**config.mk**
```make
export PLATFORM = sky130hd
export DESIGN_NAME = lcd_init_table_sequencer
export DESIGN_NICKNAME = d
export VERILOG_FILES = /design/src/rtl/lcdis_pkg.sv /design/src/rtl/lcdis_front.sv /design/src/rtl/lcdis_queue.sv /design/src/rtl/lcdis_back.sv /design/src/rtl/lcd_init_table_sequencer.sv
export SDC_FILE = /design/constraint.sdc
export NUM_CORES = 1
export LEC_CHECK = 0
export ABC_AREA = 1
export BUFFER_PORTS_ARGS = -buffer_cell sky130_fd_sc_hd__buf_2
export CAP_MARGIN = 25
export CORE_UTILIZATION = 30
export DETAILED_ROUTE_END_ITERATION = 16
export PLACE_DENSITY = 0.61
export SYNTH_ARGS = -nofsm -noshare
export SYNTH_HDL_FRONTEND = slang
export SYNTH_SLANG_ARGS = --single-unit
```
**constraint.sdc**
```tcl
create_clock -name i_clk -period 2.9 [get_ports i_clk]
set_input_delay 0.29 -clock i_clk [delete_from_list [all_inputs] [get_ports i_clk]]
set_output_delay 0.29 -clock i_clk [all_outputs]
set_load 0.01 [all_outputs]
```
**src/rtl/lcdis_pkg.sv**
```systemverilog
// Shared types and codes for the display init table sequencer.
package lcdis_pkg;

    localparam logic [1:0] PH_CMD   = 2'd0;
    localparam logic [1:0] PH_DELAY = 2'd1;
    localparam logic [1:0] PH_COUNT = 2'd2;
    localparam logic [1:0] PH_DATA  = 2'd3;

    localparam logic [1:0] KIND_CMD   = 2'd0;
    localparam logic [1:0] KIND_DATA  = 2'd1;
    localparam logic [1:0] KIND_DELAY = 2'd2;

    localparam logic [7:0] MARKER_RESET = 8'hFF;

    localparam int Q_DEPTH = 4;

    typedef struct packed {
        logic [1:0] kind;
        logic [7:0] value;
    } t_entry;

    typedef struct packed {
        logic   push;
        t_entry entry;
    } t_push;

endpackage

```
**src/rtl/lcdis_front.sv**
```systemverilog
// Table parser: accepts table bytes, classifies them and pushes command, data and delay entries.
module lcdis_front
    import lcdis_pkg::*;
(
    input  logic       i_clk,
    input  logic       i_rst_n,
    input  logic       i_s_tvalid,
    output logic       o_s_tready,
    input  logic [7:0] i_s_tdata,   // [7:0] table_byte
    input  logic       i_s_tuser,   // [0] start_of_table
    input  logic [7:0] i_marker,
    input  logic       i_q_full,
    output t_push      o_push
);

    logic [1:0] r_phase, n_phase;
    logic [7:0] r_bytes_left, n_bytes_left;
    logic [1:0] w_phase;
    logic [7:0] w_left;
    logic       w_accept;
    logic       w_emit;
    t_entry     w_entry;

    assign o_s_tready = !i_q_full;
    assign w_accept   = i_s_tvalid && !i_q_full;

    always_comb begin
        w_phase      = i_s_tuser ? PH_CMD : r_phase;
        w_left       = i_s_tuser ? 8'd0 : r_bytes_left;
        if (w_phase == PH_DATA && w_left == 8'd0) begin
            w_phase = PH_CMD;
        end
        n_phase       = w_phase;
        n_bytes_left  = w_left;
        w_emit        = 1'b0;
        w_entry.kind  = KIND_CMD;
        w_entry.value = i_s_tdata;
        unique case (w_phase)
            PH_DELAY: begin
                n_phase      = PH_CMD;
                w_emit       = 1'b1;
                w_entry.kind = KIND_DELAY;
            end
            PH_COUNT: begin
                n_bytes_left = i_s_tdata;
                n_phase      = (i_s_tdata == 8'd0) ? PH_CMD : PH_DATA;
            end
            PH_DATA: begin
                n_bytes_left = w_left - 8'd1;
                n_phase      = (w_left == 8'd1) ? PH_CMD : PH_DATA;
                w_emit       = 1'b1;
                w_entry.kind = KIND_DATA;
            end
            default: begin
                if (i_s_tdata == i_marker) begin
                    n_phase = PH_DELAY;
                end else begin
                    n_phase      = PH_COUNT;
                    w_emit       = 1'b1;
                    w_entry.kind = KIND_CMD;
                end
            end
        endcase
    end

    assign o_push.push  = w_accept && w_emit;
    assign o_push.entry = w_entry;

    always_ff @(posedge i_clk) begin
        if (!i_rst_n) begin
            r_phase      <= PH_CMD;
            r_bytes_left <= 8'd0;
        end else if (w_accept) begin
            r_phase      <= n_phase;
            r_bytes_left <= n_bytes_left;
        end
    end

    a_data_has_bytes: assert property (@(posedge i_clk) disable iff (!i_rst_n)
        r_phase == PH_DATA |-> r_bytes_left != 8'd0)
        else $error("data phase with no bytes left");

    a_kind_valid: assert property (@(posedge i_clk) disable iff (!i_rst_n)
        o_push.push |-> o_push.entry.kind != 2'd3)
        else $error("invalid entry kind pushed");

endmodule

```
**src/rtl/lcdis_queue.sv**
```systemverilog
// Small FIFO between the parser and the output stage.
module lcdis_queue
    import lcdis_pkg::*;
#(
    parameter int DEPTH = Q_DEPTH
) (
    input  logic   i_clk,
    input  logic   i_rst_n,
    input  t_push  i_push,
    output logic   o_full,
    output logic   o_valid,
    output t_entry o_entry,
    input  logic   i_pop
);

    localparam int PW = (DEPTH > 1) ? $clog2(DEPTH) : 1;
    localparam int CW = $clog2(DEPTH + 1);

    t_entry        r_mem [DEPTH];
    logic [PW-1:0] r_wptr, r_rptr;
    logic [CW-1:0] r_count;
    logic          w_pop;

    assign o_full  = (r_count == CW'(DEPTH));
    assign o_valid = (r_count != '0);
    assign o_entry = r_mem[r_rptr];
    assign w_pop   = i_pop && o_valid;

    always_ff @(posedge i_clk) begin
        if (i_push.push) begin
            r_mem[r_wptr] <= i_push.entry;
        end
    end

    always_ff @(posedge i_clk) begin
        if (!i_rst_n) begin
            r_wptr  <= '0;
            r_rptr  <= '0;
            r_count <= '0;
        end else begin
            if (i_push.push) begin
                r_wptr <= (r_wptr == PW'(DEPTH - 1)) ? '0 : r_wptr + PW'(1);
            end
            if (w_pop) begin
                r_rptr <= (r_rptr == PW'(DEPTH - 1)) ? '0 : r_rptr + PW'(1);
            end
            if (i_push.push && !w_pop) begin
                r_count <= r_count + CW'(1);
            end else if (w_pop && !i_push.push) begin
                r_count <= r_count - CW'(1);
            end
        end
    end

    a_no_overflow: assert property (@(posedge i_clk) disable iff (!i_rst_n)
        i_push.push |-> !o_full)
        else $error("push into full queue");

    a_count_bound: assert property (@(posedge i_clk) disable iff (!i_rst_n)
        r_count <= CW'(DEPTH))
        else $error("queue count out of range");

endmodule

```
**src/rtl/lcdis_back.sv**
```systemverilog
// Output register stage driving the result stream.
module lcdis_back
    import lcdis_pkg::*;
(
    input  logic       i_clk,
    input  logic       i_rst_n,
    input  logic       i_q_valid,
    input  t_entry     i_q_entry,
    output logic       o_q_pop,
    output logic       o_m_tvalid,
    input  logic       i_m_tready,
    output logic [7:0] o_m_tdata,   // [7:0] out_value
    output logic [1:0] o_m_tuser    // [1:0] out_kind
);

    logic   r_valid;
    t_entry r_entry;
    logic   w_load;

    assign w_load  = i_q_valid && (!r_valid || i_m_tready);
    assign o_q_pop = w_load;

    always_ff @(posedge i_clk) begin
        if (!i_rst_n) begin
            r_valid <= 1'b0;
        end else if (!r_valid || i_m_tready) begin
            r_valid <= i_q_valid;
        end
    end

    always_ff @(posedge i_clk) begin
        if (w_load) begin
            r_entry <= i_q_entry;
        end
    end

    assign o_m_tvalid = r_valid;
    assign o_m_tdata  = r_entry.value;
    assign o_m_tuser  = r_entry.kind;

    a_pop_when_free: assert property (@(posedge i_clk) disable iff (!i_rst_n)
        (r_valid && !i_m_tready) |-> !o_q_pop)
        else $error("queue popped while output stalled");

endmodule

```
**src/rtl/lcd_init_table_sequencer.sv**
```systemverilog
// Top level of the display init table sequencer.
//
//  channel   dir  handshake             payload
//  s stream  in   i_s_tvalid/o_s_tready tdata=table_byte, tuser=start_of_table
//  m stream  out  o_m_tvalid/i_m_tready tdata=out_value,  tuser=out_kind
//  apb       in   psel/penable/pwrite   reg 0 delay_marker at 0x0
//
//  One table byte per cycle while the queue is not full; each accepted byte updates phase and count.
//  An emitted entry is registered in the queue, then in the output register that drives o_m_tvalid.
//  Output stalls fill the queue; o_s_tready drops only when it is full.
//  Synchronous reset clears phase, count, queue and output valid; marker to 0xFF.
module lcd_init_table_sequencer
    import lcdis_pkg::*;
#(
    parameter int QUEUE_DEPTH = Q_DEPTH
) (
    input  logic        i_clk,
    input  logic        i_rst_n,
    input  logic        i_s_tvalid,
    output logic        o_s_tready,
    input  logic [7:0]  i_s_tdata,   // [7:0] table_byte
    input  logic        i_s_tuser,   // [0] start_of_table
    output logic        o_m_tvalid,
    input  logic        i_m_tready,
    output logic [7:0]  o_m_tdata,   // [7:0] out_value
    output logic [1:0]  o_m_tuser,   // [1:0] out_kind
    input  logic        i_psel,
    input  logic        i_penable,
    input  logic        i_pwrite,
    input  logic [2:0]  i_paddr,
    input  logic [31:0] i_pwdata,
    output logic [31:0] o_prdata,
    output logic        o_pready
);

    logic [7:0] r_marker;
    t_push      w_push;
    logic       w_full;
    logic       w_q_valid;
    t_entry     w_q_entry;
    logic       w_pop;

    assign o_pready = 1'b1;
    assign o_prdata = i_paddr[2] ? 32'd0 : {24'd0, r_marker};

    always_ff @(posedge i_clk) begin
        if (!i_rst_n) begin
            r_marker <= MARKER_RESET;
        end else if (i_psel && i_penable && i_pwrite && !i_paddr[2]) begin
            r_marker <= i_pwdata[7:0];
        end
    end

    lcdis_front u_front (
        .i_clk      (i_clk),
        .i_rst_n    (i_rst_n),
        .i_s_tvalid (i_s_tvalid),
        .o_s_tready (o_s_tready),
        .i_s_tdata  (i_s_tdata),
        .i_s_tuser  (i_s_tuser),
        .i_marker   (r_marker),
        .i_q_full   (w_full),
        .o_push     (w_push)
    );

    lcdis_queue #(
        .DEPTH (QUEUE_DEPTH)
    ) u_queue (
        .i_clk   (i_clk),
        .i_rst_n (i_rst_n),
        .i_push  (w_push),
        .o_full  (w_full),
        .o_valid (w_q_valid),
        .o_entry (w_q_entry),
        .i_pop   (w_pop)
    );

    lcdis_back u_back (
        .i_clk      (i_clk),
        .i_rst_n    (i_rst_n),
        .i_q_valid  (w_q_valid),
        .i_q_entry  (w_q_entry),
        .o_q_pop    (w_pop),
        .o_m_tvalid (o_m_tvalid),
        .i_m_tready (i_m_tready),
        .o_m_tdata  (o_m_tdata),
        .o_m_tuser  (o_m_tuser)
    );

endmodule
```
# --- After elaboration in Yosys (flattened, before gate mapping) ---
# Memory sizes are Yosys's and may differ from the RTL's. A register that Yosys moved wholly into a read port is not among the register bits.
# Index checks and enable logic that the tools add are counted.
# Widths: inputs -> output; s select.
totals:
  wordCells: 61
  output_inout_bits: 45
  regBits: 26
  ram_bits: 40
  memories: 1
  inputBits: 51
op_classes:
  n_reduce_logical: 21
  mux: 18
  eq_ne: 9
  n_addsub: 5
mem_list:
  columns: ["name", "depth", "word_bits", "rd", "rd_clocked_by_memory_dff", "write_ports", "line", "source"]
  rows:
  - ["u_queue.r_mem", 4, 10, 1, 1, 1, "lcdis_queue.sv:19", "t_entry r_mem [DEPTH];"]
op_table:
  columns: ["operator", "n"]
  rows:
  - ["$logic_not 8->1", 2]
  - ["$mux 8", 2]
  - ["$pmux 8 s2", 1]
  - ["$mux 2", 7]
  - ["$eq 2x2->1 const B", 5]
  - ["$logic_and 1x1->1", 10]
  - ["$eq 8x1->1 const B", 1]
  - ["$eq 8x8->1", 1]
  - ["$sub 8x1->8 const B", 1]
  - ["$mux 3", 2]
  - ["$pmux 2 s3", 1]
  - ["$logic_not 1->1", 5]
  - ["$add 2x1->2 const B", 2]
  - ["$pmux 2 s2", 1]
  - ["$add 3x1->3 const B", 1]
  - ["$eq 3x3->1 const B", 1]
  - ["$mux 1", 3]
  - ["$reduce_bool 3->1", 1]
  - ["$sub 3x1->3 const B", 1]
  - ["$eq 2x1->1 const B", 1]
  - ["$pmux 1 s2", 1]
  - ["$reduce_bool 2->1", 1]
  - ["$reduce_or 2->1", 1]
  - ["$logic_or 1x1->1", 1]

# --- Logic depth before layout (Yosys ltp) ---
# Gate-level depths: netlist of run 1.
depth:
  ltp_word: 12
  mapped_depth: 18
  mapped_depth_nobuf: 18

# --- Hierarchy ---
# From an unflattened synthesis of run 1, not the netlist that was laid out.
hier_totals:
  hier_cells: 466
  hier_area_um2: 4000.1
by_module_without_submodules:
  columns: ["module", "cells_per_inst", "area_per_inst_um2", "instances"]
  rows:
  - ["lcdis_queue", 161, 1968.1, 1]
  - ["lcdis_front", 206, 1097.3, 1]
  - ["lcd_init_table_sequencer", 82, 583.1, 1]
  - ["lcdis_back", 17, 351.6, 1]

# --- Least setup slack after synthesis of run 1 ---
# OpenSTA, ideal clock, no wires.
synth_timing:
  path_type: "input port to flip-flop"
  start: "input port i_s_tuser"
  end: "register u_queue.r_count[2]"
  setup_time_ps: 122
  t_required_ps: 2778
  path_stages: 18
  setup_slack_ps: 330
  arrival_ps: 2448
  path_buffers: 1
  cell_sequence: "inv_1 buf_4 nand2_1 ha_1 nand4_1 nor2_1 nand2_1 nand2_1 nand2_1 nand3_2 inv_1 ha_1 inv_1 fa_1 a21oi_1 o21ai_0 o21ai_0 a21oi_1"
synth_lines:
  columns: ["item", "line", "source"]
  rows:
  - ["from (decl)", "lcd_init_table_sequencer.sv:22", "input logic i_s_tuser,"]
  - ["to (signal assigned)", "lcdis_queue.sv:48", "r_count <= r_count + CW'(1);"]
  - ["to (signal assigned)", "lcdis_queue.sv:50", "r_count <= r_count - CW'(1);"]
  - ["to (decl)", "lcdis_queue.sv:21", "logic [CW-1:0] r_count;"]

==> flow_metrics.py, run 1 <==
metrics = {
    "outcome": {
        "status": "completed",
    },
    "timing": {
        "setup_viol": 0,
        "fin_ws_ns": 0.338,
        "worstMarginPinSlew_ns": 0.892,
        "timing.setup.tns_ns": 0,
        "rsz0062_at_grt": "false",
        "hold_violations": 0,
        "fin_worst_skew_ns": 0.00768,
        "fin_hold_ws_ns": 0.175,
        "slew_violations": 0,
        "fmaxAchievable_mhz": 390,
        "period_share_pct": 88.3,
        "slew_headroom_pct": 40.3,
        "period_needed_ns": 2.56,
    },
    "setup_path": {
        "startpoint": "u_front.r_bytes_left[0]",
        "path_max_fanout": 6,
        "crit_path_end_kind": "flop",
        "cp.arrival_ns": 2.78,
        "path_class": "flop to flop",
        "crit_chain": "inv_1 > nor2_2 > inv_2 > ha_1 > nand4_1 > nor2_1 > nand2_1 > nand2_1 > nand2_1 > nand3_2 > inv_1 > ha_1 > inv_1 > fa_1 > a21oi_1 > o21ai_0 > o21ai_0 > a21oi_1",
        "cp_top_family": "adder cells",
        "crit_path_start_kind": "flop",
        "slowest_stage": "fa_1",
        "worstPathRequired_ns": 3.12,
        "crit_buf_inv": 4,
        "r2r_start": "u_front.r_bytes_left[0]",
        "slowest_delay_ns": 0.38,
    },
    "die": {
        "die_h_um": 114,
        "core.rowCount": 40,
        "die_area_um2": 13100,
        "dieWidth_um": 114,
        "core_um2": 12200,
        "initial_core_util_pct": 31.1,
        "io_pins": 96,
    },
    "global_routing": {
        "grt_first_pass_wirelength_um": 13400,
        "antenna_found_initial": 0,
        "groute.usage.overall_pct": 13.4,
        "grt_pass1_vias": 2739,
        "grt_max_degree": 23,
        "grt.overflow.total": 0,
    },
    "clocking": {
        "path_clk_slew_ns": 0.06,
        "clock_path_buffers": 2,
        "cts_setup_buffers": 0,
        "cts_buffers": 9,
        "cts_tree": "yes",
        "htreeDepth": 3,
        "clk-insertion-delay-late_ns": 0.34,
        "clock-root-buffer": "clkbuf_16",
        "clock_sinks": 76,
    },
    "final_layout": {
        "layout-drive-gt1-share_pct": 15.3,
        "final_util_pct": 36.8,
        "nets": 554,
        "diodes": 0,
        "fill_cells": 1271,
        "syn_to_final_growth_pct": 18.4,
        "final_cell_mix": "86 x nand2_1, 67 x nor2_1, 58 x inv_1, 50 x edfxtp_1, 44 x buf_2",
        "final_common_cell": "nand2_1",
    },
    "synthesis": {
        "yosys_warnings": 0,
        "synth_area_per_cell_um2": 8.52,
        "synth-edff-count": 50,
        "syn_area_um2": 3780,
        "ys_seq_area_share_pct": 53.5,
        "synth_cell_types": 24,
        "synthCells": 444,
        "synth_xor_area_share_pct": 0.232,
        "synth_seq_cells": 76,
        "synth_compound_area_share_pct": 11.3,
        "synth_adder_area_share_pct": 3.18,
        "async_flop_share_pct": 0,
        "synth_top_family_by_area": "simple AND/OR/NAND/NOR gates",
        "synthSimpleGateAreaFrac_pct": 19.3,
        "ys.flop_type": "edfxtp_1",
        "synth_mux_area_share_pct": 0,
    },
    "pwr": {
        "pwr_density_cell_nw_per_um2": 836,
        "irDropWorstVdd_mv": 0.252,
        "leakage_nw": 2.02,
    },
    "drt": {
        "routed_wl_um": 8100,
        "vias_per_cell": 4.47,
        "drt_iter0_drc": 185,
        "wire_per_inst_um": 12.2,
        "vias": 2976,
        "drt_first_pass_iters": 5,
        "remaining_drc_errors": 0,
        "antenna_left": 0,
    },
    "placement": {
        "place_congestion": 0.900,
        "hpwl_um": 5690,
        "io_buffers": 44,
        "dpl_worst_slack_ns": 0.141,
    },
    "hold_path": {
        "min-delay-start": "i_pwdata[0]",
        "hp-class": "input pin to flop",
    },
    "flow_run": {
        "drv_cap": 0,
    },
}
-- metrics by stage --
| step | instance area [um2] | cells | power [mW] |
|---|---|---|---|
| after floorplan | 3870 | 467 | 2.19 |
| after global placement | 4140 | 651 | 2.48 |
| after detailed placement | 4140 | 651 | 2.50 |
| after CTS | 4470 | 666 | 3.78 |
| after global routing | 4480 | 666 | 3.99 |
| final | 4480 | 666 | 3.74 |
-- power by group --
group | switching [mW] | internal [mW]
Sequential | 0.0871 | 1.41
Clock | 0.434 | 0.838
Combinational | 0.632 | 0.342
-- layer usage --
metal  routed length [um]  GRT usage [%]
met1                 3610           16.8
met2                 3960           22.1
met3                  453           3.97
met4                   76           4.33
met5                    0              0
-- path summary, 6_finish.rpt --
path,slack (ns),depth (start not counted),end
max,0.34,18,u_queue.r_count[2]
min,0.18,3,r_marker[0]
min reg2reg,0.48,2,u_front.r_bytes_left[6]
max reg2reg,0.34,18,u_queue.r_count[2]
-- registers in the layout, indices dropped and copies added, names as in the netlist --
register              flops
u_queue.r_rptr            2
r_marker                  8
u_queue.r_mem            40
u_back.o_m_tvalid         1
u_front.r_phase           2
u_queue.r_count           3
u_back.o_m_tdata          8
u_front.r_bytes_left      8
u_queue.r_wptr            2
u_back.o_m_tuser          2
-- worst register-to-register path, stage by stage, from the launching register on --
cell,delay [ns]
dfxtp_1,0.31
inv_1,0.06
nor2_2,0.14
inv_2,0.09
ha_1,0.20
nand4_1,0.09
nor2_1,0.04
nand2_1,0.08
nand2_1,0.09
nand2_1,0.15
nand3_2,0.09
inv_1,0.07
ha_1,0.13
inv_1,0.06
fa_1,0.38
a21oi_1,0.14
o21ai_0,0.11
o21ai_0,0.16
a21oi_1,0.05
-- final cells by class --
type | count | area, um2 | share of cell area, %
sequential | 76 | 2020 | 45.2
multi-input combinational | 293 | 1380 | 30.9
timing repair buffer | 55 | 303 | 6.77
clock buffer | 9 | 225 | 5.03
inverter | 59 | 221 | 4.95
tap | 168 | 210 | 4.70
clock inverter | 6 | 113 | 2.52
-- cell usage after synthesis, types with 2 or more instances --
master / number / share of area, %
nor2_1: 68 / 6.8
o21ai_0: 39 / 5.2
edfxtp_1: 50 / 40
nand4_1: 8 / 1.3
o211ai_1: 9 / 1.8
inv_1: 59 / 5.9
nor3_1: 2 / 0.26
clkbuf_1: 12 / 1.2
ha_1: 8 / 2.6
a21oi_1: 17 / 2.3
o22ai_1: 10 / 1.7
dfxtp_1: 26 / 14
conb_1: 2 / 0.20
nand3_1: 14 / 1.9
buf_4: 26 / 5.2
nand2_1: 86 / 8.5
-- cells by family after synthesis --
group                      after synthesis
buffers and inverters                   98
and+or+nand+nor                        181
adders and majority gates                9
xor gates and xnor gates                 1
AOI/OAI and AO/OA                       77
other                                    2
DFF                                     76
-- what timing repair did --
action / in CTS / in global routing
hold buffers: 0 / 0
endpoints found under the hold margin: 0 / 0
setup endpoints to repair: 0 / 1
resized for setup: 0 / 2
Power figures use the tool's default switching activity.
==> run 2, diff against run 1 <==
- SYNTH_HIERARCHICAL: unset -> 1
==> flow_metrics.py, run 2 <==
metrics = {
    "outcome": {
        "status": "completed",
    },
    "pwr": {
        "pwr_density_cell_nw_per_um2": 782,
        "leakage_nw": 2.15,
        "irDropWorstVdd_mv": 0.311,
    },
    "global_routing": {
        "grt_pass1_vias": 2863,
        "groute.usage.overall_pct": 12.4,
        "grt_max_degree": 22,
        "grt_first_pass_wirelength_um": 13500,
        "antenna_found_initial": 0,
        "grt.overflow.total": 0,
    },
    "final_layout": {
        "largest_reg_flops": 40,
        "largest_register": "u_queue/r_mem",
        "final_cell_mix": "97 x nand2_1, 59 x nor2_1, 58 x inv_1, 50 x edfxtp_1, 44 x buf_2",
        "syn_to_final_growth_pct": 13.0,
        "final_common_cell": "nand2_1",
        "layout-drive-gt1-share_pct": 16.4,
        "diodes": 0,
        "final_area_um2": 4520,
        "nets": 566,
    },
    "die": {
        "die_area_um2": 13800,
        "initial_core_util_pct": 31.2,
        "core.rowCount": 41,
        "dieWidth_um": 117,
        "io_pins": 96,
        "core_um2": 12800,
        "die_h_um": 117,
    },
    "synthesis": {
        "synth_area_leaders": "edfxtp_1 38%, dfxtp_1 14%, nand2_1 9.1%, buf_4 6.6%, nor2_1 5.5%",
        "ys.flop_type": "edfxtp_1",
        "synth_top_area_cell": "edfxtp_1",
        "post-synth-top-count-cell": "nand2_1",
        "synth_seq_cells": 78,
        "synth_top_area_share_pct": 37.5,
        "synth.top_cells.by_count": "97 x nand2_1, 59 x nor2_1, 58 x inv_1",
        "synthCells": 466,
        "yosys_warnings": 6,
        "synth_area_per_cell_um2": 8.58,
        "synth_cell_types": 34,
        "async_flop_share_pct": 0,
        "ys_seq_area_share_pct": 51.5,
        "synth-edff-count": 50,
        "syn_area_um2": 4000,
    },
    "clocking": {
        "cts_tree": "yes",
        "clock_path_buffers": 2,
        "htreeDepth": 3,
        "cts_setup_buffers": 0,
        "clock-root-buffer": "clkbuf_16",
        "clock_sinks": 78,
        "cts_buffers": 9,
        "clk-insertion-delay-late_ns": 0.34,
        "cts_resized": 0,
        "postCtsHoldBufs": 0,
        "path_clk_slew_ns": 0.06,
    },
    "setup_path": {
        "cp_common_cell": "nand2_1",
        "cp.arrival_ns": 2.54,
        "crit_chain": "nand2_1 > nand2_1 > nor2_1 > nand3_2 > nand2_1 > nand2_1 > nand2_1 > nor2_1 > ha_1 > inv_1 > fa_1 > o21ai_0 > nor2_1",
        "crit_path_end_kind": "flop",
        "r2r_start": "u_front/r_bytes_left[1]",
        "path_class": "flop to flop",
        "slowest_delay_ns": 0.43,
        "r2r_slack_ns": 0.60,
        "slowest_stage": "fa_1",
        "worstPathRequired_ns": 3.13,
        "crit_buf_inv": 1,
        "r2r_cells": 13,
        "rr_endpoint": "u_queue/r_count[1]",
        "cp_top_family": "simple AND/OR/NAND/NOR gates",
        "crit_path_start_kind": "flop",
        "path_max_fanout": 5,
    },
    "placement": {
        "place_congestion": 0.854,
        "place_area_um2": 4240,
        "hpwl_um": 5880,
        "io_buffers": 44,
    },
    "timing": {
        "hold_violations": 0,
        "period_needed_ns": 2.30,
        "fin_worst_skew_ns": 0.00590,
        "period_share_pct": 79.4,
        "slew_violations": 0,
        "fmaxAchievable_mhz": 434,
        "rsz0062_at_grt": "false",
        "setup_viol": 0,
        "timing.setup.tns_ns": 0,
    },
    "flow_run": {
        "drv_cap": 0,
    },
    "drt": {
        "drt_iter0_drc": 178,
        "wire_per_inst_um": 11.9,
        "routed_wl_um": 8160,
        "antenna_left": 0,
        "vias": 3007,
        "vias_per_cell": 4.40,
        "remaining_drc_errors": 0,
        "drt_first_pass_iters": 4,
    },
    "hold_path": {
        "hp-class": "input pin to flop",
        "min-delay-start": "i_m_tready",
        "hold_path_depth": 4,
        "min_to": "u_back/o_m_tvalid",
    },
}
run 2: cell count changes after synthesis, sizes merged, moves of 4 or more:
cell | before | now
nand2 | 87 | 104
buf | 27 | 41
clkbuf | 12 | 1
nand3 | 15 | 26
o21ai | 40 | 29
o211ai | 9 | 2
a21oi | 17 | 22
nor2 | 68 | 63
inv | 59 | 63
run 2: worst max-delay path by stage:
stage	from	end	slack, ns	depth (start not counted)
2_1_floorplan	u_queue/r_count[0]	u_queue/r_count[1]	0.49	10
3_3_place_gp	i_s_tuser	u_queue/r_count[2]	0.41	19
3_5_place_dp	i_s_tuser	u_queue/r_count[2]	0.37	19
4_1_cts	u_front/r_bytes_left[1]	u_queue/r_count[1]	0.62	13
5_1_grt	u_front/r_bytes_left[1]	u_queue/r_count[2]	0.43	17
6_report	u_front/r_bytes_left[1]	u_queue/r_count[1]	0.60	13
run 2: logic make-up after synthesis:
family / after synthesis / share of synthesized area (%)
AND/OR/NAND/NOR: 203 / 21.9
buffers and inverters: 105 / 13.6
flip-flops: 78 / 51.5
AO/OA/AOI/OAI: 66 / 9.13
adder cells (fa/ha/maj): 9 / 3.00
XOR/XNOR: 3 / 0.657
other: 2 / 0.188
run 2: per-layer routing:
metal,GRT usage [%],up-vias,routed length [um]
met1,14.7,1375,3780
met5,0,-,0
li1,-,1538,-
met3,4.41,15,392
met4,4.41,0,144
met2,20.8,79,3840
run 2: through the flow:
stage	total power [mW]	hold slack (ns)	util, %	cells	worst slack (ns)
2_1_floorplan	2.26	0.411	-	489	0.491
5_1_grt	3.75	0.208	35.3	683	0.431
6_report	3.54	0.197	35.3	683	0.596
4_1_cts	3.57	0.184	35.3	683	0.623
3_3_place_gp	2.49	0.454	33.1	667	0.414
3_5_place_dp	2.53	0.461	33.1	667	0.368
run 2: tightest hold or removal path, delay by kind of cell:
family                 cells  cell delay, ns
buffers and inverters      2            0.11
and+or+nand+nor            1            0.05
AOI/OAI and AO/OA          1            0.04
run 2: final cells by class:
cell class                 count  area [um2]
clock inverter                 6        48.8
fill                        1321        8300
multi-input combinational    306        1480
inverter                      63         236
clock buffer                  10         229
timing repair buffer          48         250
sequential                    78        2060
tap                          172         215
run 2: power breakdown:
group	switching (mW)	internal (mW)	total (mW)
Sequential	0.0931	1.43	1.52
Clock	0.452	0.585	1.04
Combinational	0.640	0.337	0.977
